[config.mk]
export PLATFORM = sky130hd
export DESIGN_NAME = hsc_ctrl
export DESIGN_NICKNAME = d
export VERILOG_FILES = /design/src/rtl/core/hsc_pkg.sv /design/src/rtl/core/hsc_byte_unit.sv /design/src/rtl/core/hsc_ctrl.sv
export SDC_FILE = /design/constraint.sdc
export NUM_CORES = 1
export LEC_CHECK = 0
export ABC_CLOCK_PERIOD_IN_PS = 14990
export BUFFER_PORTS_ARGS = -buffer_cell sky130_fd_sc_hd__buf_2
export CAP_MARGIN = 40
export CORE_MARGIN = 4
export CORE_UTILIZATION = 59
export DETAILED_ROUTE_END_ITERATION = 10
export PLACE_DENSITY_LB_ADDON = 0.3
export SLEW_MARGIN = 10
export SYNTH_ARGS = -nofsm -noshare
export SYNTH_HDL_FRONTEND = slang
export SYNTH_SLANG_ARGS = --single-unit
[constraint.sdc]
create_clock -name i_clk -period 14.99 [get_ports i_clk]
set_clock_uncertainty 0.2 [all_clocks]
set_input_delay 2.998 -clock i_clk [delete_from_list [all_inputs] [get_ports i_clk]]
set_output_delay 2.998 -clock i_clk [all_outputs]
set_load 0.05 [all_outputs]
[src/rtl/core/hsc_pkg.sv]
package hsc_pkg;

    localparam int STORE_BYTES_DEF = 131072;
    localparam logic [31:0] BASE_RESET = 32'h2000_0000;

    localparam int SEQ_W  = 32;
    localparam int ADDR_W = 32;
    localparam int SIZE_W = 18;
    localparam int OFS_W  = 17;

    localparam logic [SIZE_W-1:0] CNT_MAX = '1;

    // apb register map, word index taken from paddr[2]
    localparam int   PADDR_W         = 3;
    localparam logic REG_REGION_BASE = 1'b0;

    typedef enum logic [1:0] {
        KIND_ALLOC   = 2'd0,
        KIND_FREE    = 2'd1,
        KIND_REALLOC = 2'd2,
        KIND_NONE    = 2'd3
    } t_kind;

    typedef struct packed {
        t_kind             kind;
        logic [SEQ_W-1:0]  seq_number;
        logic [ADDR_W-1:0] first_address;
        logic [SIZE_W-1:0] first_size;
        logic [ADDR_W-1:0] second_address;
        logic [SIZE_W-1:0] second_size;
    } t_event;

    typedef struct packed {
        logic [SEQ_W-1:0]  owner;
        logic [SIZE_W-1:0] size;
        logic [OFS_W-1:0]  offset;
    } t_shadow;

    typedef struct packed {
        logic [SIZE_W-1:0] alloc_conflicts;
        logic [SEQ_W-1:0]  first_owner;
        logic [SIZE_W-1:0] free_errors;
        logic [OFS_W-1:0]  first_bad_offset;
        logic              range_error;
    } t_result;

    typedef enum logic [2:0] {
        ST_CLEAR,
        ST_IDLE,
        ST_SETUP,
        ST_CHECK,
        ST_SIZE_WAIT,
        ST_RANGE,
        ST_RUN,
        ST_DONE
    } t_state;

endpackage

[src/rtl/core/hsc_byte_unit.sv]
module hsc_byte_unit (
    input  logic                        i_op_free,
    input  logic [hsc_pkg::SEQ_W-1:0]   i_seq,
    input  logic [hsc_pkg::SIZE_W-1:0]  i_len,
    input  logic [hsc_pkg::SIZE_W-1:0]  i_pidx,
    input  hsc_pkg::t_shadow            i_rd,
    output hsc_pkg::t_shadow            o_wr,
    output logic                        o_hit
);
    import hsc_pkg::*;

    logic [OFS_W-1:0] w_ofs;

    assign w_ofs = i_pidx[OFS_W-1:0];

    always_comb begin
        if (i_op_free) begin
            // unowned byte or offset that does not match its place in the block
            o_hit       = (i_rd.owner == '0) || (i_rd.offset != w_ofs);
            o_wr.owner  = '0;
            o_wr.size   = i_rd.size;
            o_wr.offset = '0;
        end else begin
            o_hit       = (i_rd.owner != '0);
            o_wr.owner  = i_seq;
            o_wr.size   = i_len;
            o_wr.offset = w_ofs;
        end
    end

endmodule

[src/rtl/core/hsc_ctrl.sv]
module hsc_ctrl #(
    parameter int  STORE_BYTES = hsc_pkg::STORE_BYTES_DEF,
    localparam int AW          = $clog2(STORE_BYTES)
) (
    input  logic                        i_clk,
    input  logic                        i_rst_n,
    input  logic [hsc_pkg::ADDR_W-1:0]  i_base,
    input  logic                        i_in_valid,
    output logic                        o_in_ready,
    input  hsc_pkg::t_event             i_in,
    output logic                        o_res_valid,
    input  logic                        i_res_ready,
    output hsc_pkg::t_result            o_res,
    output logic                        o_rd_en,
    output logic [AW-1:0]               o_rd_addr,
    input  hsc_pkg::t_shadow            i_rd_data,
    output logic                        o_wr_en,
    output logic [AW-1:0]               o_wr_addr,
    output hsc_pkg::t_shadow            o_wr_data
);
    import hsc_pkg::*;

    localparam logic [AW-1:0]     CLR_LAST  = AW'(STORE_BYTES - 1);
    localparam logic [ADDR_W:0]   STORE_LIM = (ADDR_W + 1)'(STORE_BYTES);

    t_state              r_state, n_state;
    logic [AW-1:0]       r_clr, n_clr;
    logic [SEQ_W-1:0]    r_seq, n_seq;
    logic [ADDR_W-1:0]   r_addr2, n_addr2;
    logic [SIZE_W-1:0]   r_size2, n_size2;
    logic                r_op_free, n_op_free;
    logic                r_then_alloc, n_then_alloc;
    logic [ADDR_W-1:0]   r_addr, n_addr;
    logic [SIZE_W-1:0]   r_len, n_len;
    logic [ADDR_W-1:0]   r_pos, n_pos;
    logic [SIZE_W-1:0]   r_idx, n_idx;
    logic                r_pend, n_pend;
    logic [SIZE_W-1:0]   r_pidx, n_pidx;
    t_result             r_res, n_res;

    logic                w_free_skip;
    logic                w_need_size;
    logic                w_pos_out;
    logic                w_range_bad;
    logic                w_issue;
    logic                w_phase_end;
    logic                w_chain;
    logic [AW-1:0]       w_pos_ix;
    t_shadow             w_unit_wr;
    logic                w_unit_hit;

    hsc_byte_unit u_byte_unit (
        .i_op_free (r_op_free),
        .i_seq     (r_seq),
        .i_len     (r_len),
        .i_pidx    (r_pidx),
        .i_rd      (i_rd_data),
        .o_wr      (w_unit_wr),
        .o_hit     (w_unit_hit)
    );

    assign w_free_skip = r_op_free && (r_addr == '0);
    assign w_need_size = r_op_free && (r_len == '0);
    assign w_pos_out   = {1'b0, r_pos} >= STORE_LIM;
    assign w_range_bad = ({1'b0, r_pos} + (ADDR_W + 1)'(r_len)) > STORE_LIM;
    assign w_issue     = (r_idx != r_len);
    assign w_chain     = r_op_free && r_then_alloc;
    assign w_pos_ix    = r_pos[AW-1:0];

    // end of the free or allocate part of the current event
    always_comb begin
        case (r_state)
            ST_CHECK: w_phase_end = w_free_skip || (w_need_size && w_pos_out);
            ST_RANGE: w_phase_end = w_range_bad || (r_len == '0);
            ST_RUN:   w_phase_end = !w_issue && !r_pend;
            default:  w_phase_end = 1'b0;
        endcase
    end

    always_comb begin
        n_state = r_state;
        case (r_state)
            ST_CLEAR: begin
                if (r_clr == CLR_LAST) begin
                    n_state = ST_IDLE;
                end
            end
            ST_IDLE: begin
                if (i_in_valid) begin
                    n_state = (i_in.kind == KIND_NONE) ? ST_DONE : ST_SETUP;
                end
            end
            ST_SETUP: n_state = ST_CHECK;
            ST_CHECK: begin
                if (!w_phase_end) begin
                    n_state = w_need_size ? ST_SIZE_WAIT : ST_RANGE;
                end
            end
            ST_SIZE_WAIT: n_state = ST_RANGE;
            ST_RANGE: begin
                if (!w_phase_end) begin
                    n_state = ST_RUN;
                end
            end
            ST_RUN: n_state = r_state;
            ST_DONE: begin
                if (i_res_ready) begin
                    n_state = ST_IDLE;
                end
            end
            default: n_state = ST_IDLE;
        endcase
        if (w_phase_end) begin
            n_state = w_chain ? ST_SETUP : ST_DONE;
        end
    end

    always_comb begin
        n_clr        = r_clr;
        n_seq        = r_seq;
        n_addr2      = r_addr2;
        n_size2      = r_size2;
        n_op_free    = r_op_free;
        n_then_alloc = r_then_alloc;
        n_addr       = r_addr;
        n_len        = r_len;
        n_pos        = r_pos;
        n_idx        = r_idx;
        n_pend       = r_pend;
        n_pidx       = r_pidx;
        n_res        = r_res;
        o_rd_en      = 1'b0;
        o_rd_addr    = w_pos_ix + AW'(r_idx);
        o_wr_en      = 1'b0;
        o_wr_addr    = w_pos_ix + AW'(r_pidx);
        o_wr_data    = w_unit_wr;
        case (r_state)
            ST_CLEAR: begin
                o_wr_en   = 1'b1;
                o_wr_addr = r_clr;
                o_wr_data = '0;
                n_clr     = r_clr + 1'b1;
            end
            ST_IDLE: begin
                if (i_in_valid) begin
                    n_seq        = i_in.seq_number;
                    n_addr2      = i_in.second_address;
                    n_size2      = i_in.second_size;
                    n_op_free    = (i_in.kind != KIND_ALLOC);
                    n_then_alloc = (i_in.kind == KIND_REALLOC);
                    n_addr       = i_in.first_address;
                    n_len        = i_in.first_size;
                    n_res        = '0;
                end
            end
            ST_SETUP: n_pos = r_addr - i_base;
            ST_CHECK: begin
                if (!w_free_skip && w_need_size) begin
                    if (w_pos_out) begin
                        n_res.range_error = 1'b1;
                    end else begin
                        o_rd_en   = 1'b1;
                        o_rd_addr = w_pos_ix;
                    end
                end
            end
            ST_SIZE_WAIT: n_len = i_rd_data.size;
            ST_RANGE: begin
                if (w_range_bad) begin
                    n_res.range_error = 1'b1;
                end
                n_idx  = '0;
                n_pend = 1'b0;
            end
            ST_RUN: begin
                // read of the next byte overlaps the write-back of the previous one
                n_pend = w_issue;
                if (w_issue) begin
                    o_rd_en = 1'b1;
                    n_idx   = r_idx + 1'b1;
                    n_pidx  = r_idx;
                end
                if (r_pend) begin
                    o_wr_en = 1'b1;
                    if (w_unit_hit) begin
                        if (r_op_free) begin
                            if (r_res.free_errors == '0) begin
                                n_res.first_bad_offset = i_rd_data.offset;
                            end
                            if (r_res.free_errors != CNT_MAX) begin
                                n_res.free_errors = r_res.free_errors + 1'b1;
                            end
                        end else begin
                            if (r_res.alloc_conflicts == '0) begin
                                n_res.first_owner = i_rd_data.owner;
                            end
                            if (r_res.alloc_conflicts != CNT_MAX) begin
                                n_res.alloc_conflicts = r_res.alloc_conflicts + 1'b1;
                            end
                        end
                    end
                end
            end
            ST_DONE: n_res = r_res;
            default: n_res = r_res;
        endcase
        if (w_phase_end && w_chain) begin
            n_op_free    = 1'b0;
            n_then_alloc = 1'b0;
            n_addr       = r_addr2;
            n_len        = r_size2;
        end
    end

    always_ff @(posedge i_clk) begin
        if (!i_rst_n) begin
            r_state <= ST_CLEAR;
            r_clr   <= '0;
            r_pend  <= 1'b0;
        end else begin
            r_state <= n_state;
            r_clr   <= n_clr;
            r_pend  <= n_pend;
        end
    end

    always_ff @(posedge i_clk) begin
        r_seq        <= n_seq;
        r_addr2      <= n_addr2;
        r_size2      <= n_size2;
        r_op_free    <= n_op_free;
        r_then_alloc <= n_then_alloc;
        r_addr       <= n_addr;
        r_len        <= n_len;
        r_pos        <= n_pos;
        r_idx        <= n_idx;
        r_pidx       <= n_pidx;
        r_res        <= n_res;
    end

    assign o_in_ready  = (r_state == ST_IDLE);
    assign o_res_valid = (r_state == ST_DONE);
    assign o_res       = r_res;

endmodule

== Word level (Yosys, flattened, before mapping) ==
Index checks and enable logic that the tools add are counted.
Storage, ports and cells
  register bits after elaboration: 308
  output and inout port bits: 191
  word-level logic and storage cells: 143
Cells by class
  add/sub/neg operators: 8
  magnitude comparators: 2
  equality and inequality tests: 32
  mux-type cells: 45
  reductions and logical operators: 38
Operators by type and width (count)
  2-to-1 mux 85 bit: 2
  case mux 85 bit (2 select lines): 1
  2-to-1 mux 67 bit: 2
  2-to-1 mux 32 bit: 4
  2-to-1 mux 18 bit: 5
  2-to-1 mux 86 bit: 1
  2-to-1 mux 17 bit: 5
  case mux 18 bit (2 select lines): 2
  logical NOT 32 bit: 2
  adder 18 x 1 -> 18 bit (second input constant): 3
  logical NOT 18 bit: 3
  2-to-1 mux 50 bit: 1
  inequality test 18 bit (second input constant): 2
  2-to-1 mux 35 bit: 1
  adder 17 bit: 2
  adder 32 x 18 -> 33 bit: 1
  greater-than comparator 33 x 18 -> 1 bit (second input constant): 1
  greater-or-equal comparator 32 x 18 -> 1 bit (second input constant): 1
  nonzero test 32 bit: 1
  subtractor 32 bit: 1
  inequality test 2 bit (second input constant): 13
  AND reduction 6 bit: 4
  case mux 3 bit (7 select lines): 1
  2-to-1 mux 3 bit: 6
  other kinds (24): 60

== Depth between registers and ports, before layout ==
  depth in word-level cells: 8
  mapped depth: 15

== By module ==
A second synthesis with hierarchy kept.
Unflattened totals
  cell total of the unflattened synthesis: 1730
  area total of the unflattened synthesis: 18851.8 sq um
Modules (own cells, without submodules)
  hsc_ctrl: instances 1, cells each 1621, area each 18017.3 sq um
  hsc_byte_unit: instances 1, cells each 109, area each 834.6 sq um

== Worst setup path before layout ==
No wires, ideal clock.
  path kind: input-to-output
  start point: input i_rd_data[17] in the netlist's numbering
  end point: output o_wr_data[17] in the netlist's numbering
  arrival: 3.716 ns
  data required time: 11.792 ns
  path slack: 8.076 ns
  stages on the path: 2
  path buffers: 0
  cell sequence: mux2i_1 > nor2_1
RTL lines
  start, declared: line hsc_ctrl.sv:16  | input hsc_pkg::t_shadow i_rd_data,
  end, declared: line hsc_ctrl.sv:19  | output hsc_pkg::t_shadow o_wr_data

== Final worst setup path ==
  start point: register r_idx[1]
  end point: output o_rd_addr[15]
Between the ends
  longest elaborated chain between the ends: 4
RTL lines
  start, declared: line hsc_ctrl.sv:36  | logic [SIZE_W-1:0] r_idx, n_idx;
  start signal, assigned: line hsc_ctrl.sv:236  | r_idx <= n_idx;
  adder 17 bit *: line hsc_ctrl.sv:133  | o_rd_addr = w_pos_ix + AW'(r_idx);
  2-to-1 mux 17 bit: line hsc_ctrl.sv:159  | if (w_pos_out) begin
  2-to-1 mux 17 bit: line hsc_ctrl.sv:158  | if (!w_free_skip && w_need_size) begin
  2-to-1 mux 17 bit *: line hsc_ctrl.sv:137  | case (r_state)
  end, declared: line hsc_ctrl.sv:15  | output logic [AW-1:0] o_rd_addr,
Mark *: on every way between the ends. The rest lies on a longest branch, timed or not.

==> results.cfg <==
[outcome]
status = finished clean

[clock_network]
htreeDepth = 2
clkSlewWorstSetupHoldPaths_ns = 0.06
cts_hold_buf = 0
cts.sinks = 308
clkLatencyLatePin_ns = 0.51
cts_root_buffer = clkbuf_16
cts.path.max_buffers = 3
cts_setup_buffers = 0
cts_tree = yes
cts_resized = 0
numCtsBuffers = 34

[worst_setup_path]
r2r_start = r_len[0]
regToRegSetupSlack_ns = 9.82
reg2reg_depth = 15
critPathMaxFanout = 7
cp.required_ns = 11.79
r2r_end = r_len[10]
worstSetupPathType = reg -> out
worst_setup_path_end_kind = primary output
cp-start-kind = flip-flop
worstPathArrival_ns = 4.12

[hold_path]
hold_depth = 2
hold_path_startpoint = r_clr[16]
hold_end = r_clr[16]
min_path_type = reg -> reg

[global_routing]
grt_pass1_vias = 14600
grt-ovfl-total = 0
grt_pass1_wl_microns = 81500
track_usage_pct = 30.5
grt_max_degree = 73
antenna_found_initial = 1

[placement]
dp_cells = 2479
place.gp.congestion = 0.952
dp_hpwl_microns = 42900
placed_cell_area_sq_mm = 0.0211
io_buffer_count = 427

[drt]
wl_met1_microns = 20700
ant_nets = 0
drtIter0Drc = 1102
drc = 0
via_count = 15000
first_pass_iters = 8
met2WireLength_microns = 26800
viasPerCell = 5.90
dr_wl_met3_microns = 4280
routed.top_layer = met5
wire_per_inst_microns = 21.5
routed_wirelength_microns = 54500

[synth]
synthArstFlopShare_pct = 0
synth_edf_count = 285
synth_commonest_cells = edfxtp_1, nor2_1, nand2_1
syn-cell-area_sq_mm = 0.0185
synth_top_flop_cell = edfxtp_1
synth.avg_cell_area_sq_um = 10.9
synth_seq_cells = 308
ys_seq_area_share_pct = 48.7
yosysTopAreaCellShare_pct = 46.2
synthCells = 1697
yosysWarningCount = 0
ys_types = 82
yosysMostFrequentCell = edfxtp_1
synthesis.nets = 2026
synth_area_leader_cell = edfxtp_1
synth_area_leaders = edfxtp_1, ha_1, xor2_1

[power]
p_comb_share_pct = 45.4
switchingPower_mw = 1.67
p_int_mw = 2.07
p_per_area_mw_per_mm2 = 168
p_seq_share_pct = 32.3
power.leakage_nw = 9.19
netSwitchingFraction_pct = 44.6
p_clk_share_pct = 22.3
ir_drop_mv = 0.162

[final_layout]
drive_above_1_share_pct = 27.8
fin_nets = 2449
diodes = 0
synthToLayoutAreaGrowth_pct = 20.2
instances_no_fill = 2539
fin_area_sq_mm = 0.0222
final_core_util_pct = 72.3

[timing]
slew_viol_final = 0
tns_ns = 0
max-slew-margin-rel_pct = 32.5
fmax_ghz = 0.137
min_period_ns = 7.32
worst_slew_pin_slew_ns = 1.01
fin_crit_sh_pct = 48.8
finalHoldViolCount = 0
rsz0062_at_grt = no
setup_viol = 0

[die]
ios = 428
core_area_sq_mm = 0.0307
rows = 64
dieArea_sq_mm = 0.0343
dieHeight_microns = 185
fp.dieW_microns = 185
initial_utilization_pct = 60.2

[job]
cap_violations = 0
registers in the layout (all words and copies together) (netlist names):
signal and flops:
r_idx 18, r_then_alloc 1, r_pend 1, r_addr2 32, r_pidx 17, o_res 86, r_pos 32, r_seq 32
r_state 3, r_len 18, r_size2 18, r_clr 17, r_addr 32, r_op_free 1
worst max-delay path by stage:
stage / start / endpoint / slack, ns
after floorplan: i_rd_data[17] / o_wr_data[17] / 8.08
after global placement: i_rd_data[34] / o_wr_data[34] / 8.20
after detailed placement: i_base[2] / r_pos[30] / 8.17
after CTS: r_idx[1] / o_rd_addr[15] / 7.73
after global routing: r_pos[1] / o_rd_addr[16] / 7.46
final: r_idx[1] / o_rd_addr[15] / 7.67
cells in the final DEF, fill, tap and decap left out, drive strengths merged, types with 11 or more instances in the layout:
| cell | count |
|---|---|
| nand4 | 34 |
| or2 | 12 |
| dfxtp | 23 |
| and3 | 21 |
| o21a | 14 |
| a31oi | 11 |
| o21ai | 56 |
| clkinv | 13 |
| nand2b | 14 |
| edfxtp | 285 |
| nor2b | 16 |
| nor3 | 29 |
| nor2 | 151 |
| a21oi | 82 |
| xnor2 | 76 |
| nor4 | 32 |
| and2 | 107 |
| xor2 | 79 |
| a21o | 16 |
| mux2 | 77 |
| mux2i | 22 |
| nand3 | 51 |
| ha | 88 |
| buf | 447 |
| inv | 76 |
| or3 | 16 |
| clkbuf | 42 |
| nand2 | 114 |
power by group through the flow:
stage | clock (mW) | sequential (mW) | combinational, mW
global route | 0.882 | 1.22 | 1.80
floorplan | 0 | 1.27 | 1.14
CTS | 0.846 | 1.20 | 1.69
finish | 0.835 | 1.21 | 1.70
detailed placement | 0 | 1.22 | 1.68
global placement | 0 | 1.22 | 1.64
routing by layer:
metal	global-route usage, %	vias up
met5	0	-
met4	12.8	2
met3	5.11	143
met2	53.5	709
met1	37.4	7063
li1	-	7065
stage by stage:
| stage | hold WS (ns) | setup WS (ns) | power (mW) |
|---|---|---|---|
| finish | 0.281 | 7.67 | 3.74 |
| global route | 0.309 | 7.46 | 3.89 |
| CTS | 0.279 | 7.73 | 3.74 |
| detailed placement | 0.271 | 8.17 | 2.90 |
| global placement | 0.242 | 8.20 | 2.86 |
| floorplan | 0.231 | 8.08 | 2.41 |
critical path, stage by stage (launching register included):
cell	delay, ns
edfxtp_1	0.54
ha_1	0.34
a21o_1	0.18
a21oi_1	0.23
nor2b_1	0.08
o21a_1	0.19
nor3_1	0.24
o31ai_1	0.16
o41ai_1	0.57
o211ai_1	0.19
a21oi_1	0.23
xor2_1	0.09
o21ai_0	0.25
buf_2	0.32
final cells by class:
cell class	count	area, sq um
inverter	76	287
tap	396	495
multi-input combinational	1252	8930
sequential	308	9020
clock buffer	42	912
timing repair buffer	448	2410
fill	2222	8510
clock inverter	17	191
cells by family after synthesis:
logic type      Yosys count  synth area share, %
simple gates            622                 17.3
flops                   308                 48.7
compound gates          284                 10.2
xor+xnor                155                 7.33
buf+inv                 137                 3.32
mux                      99                 6.69
fa+ha+maj                92                 6.38
Note: power is estimated with default switching activity, not from simulation.
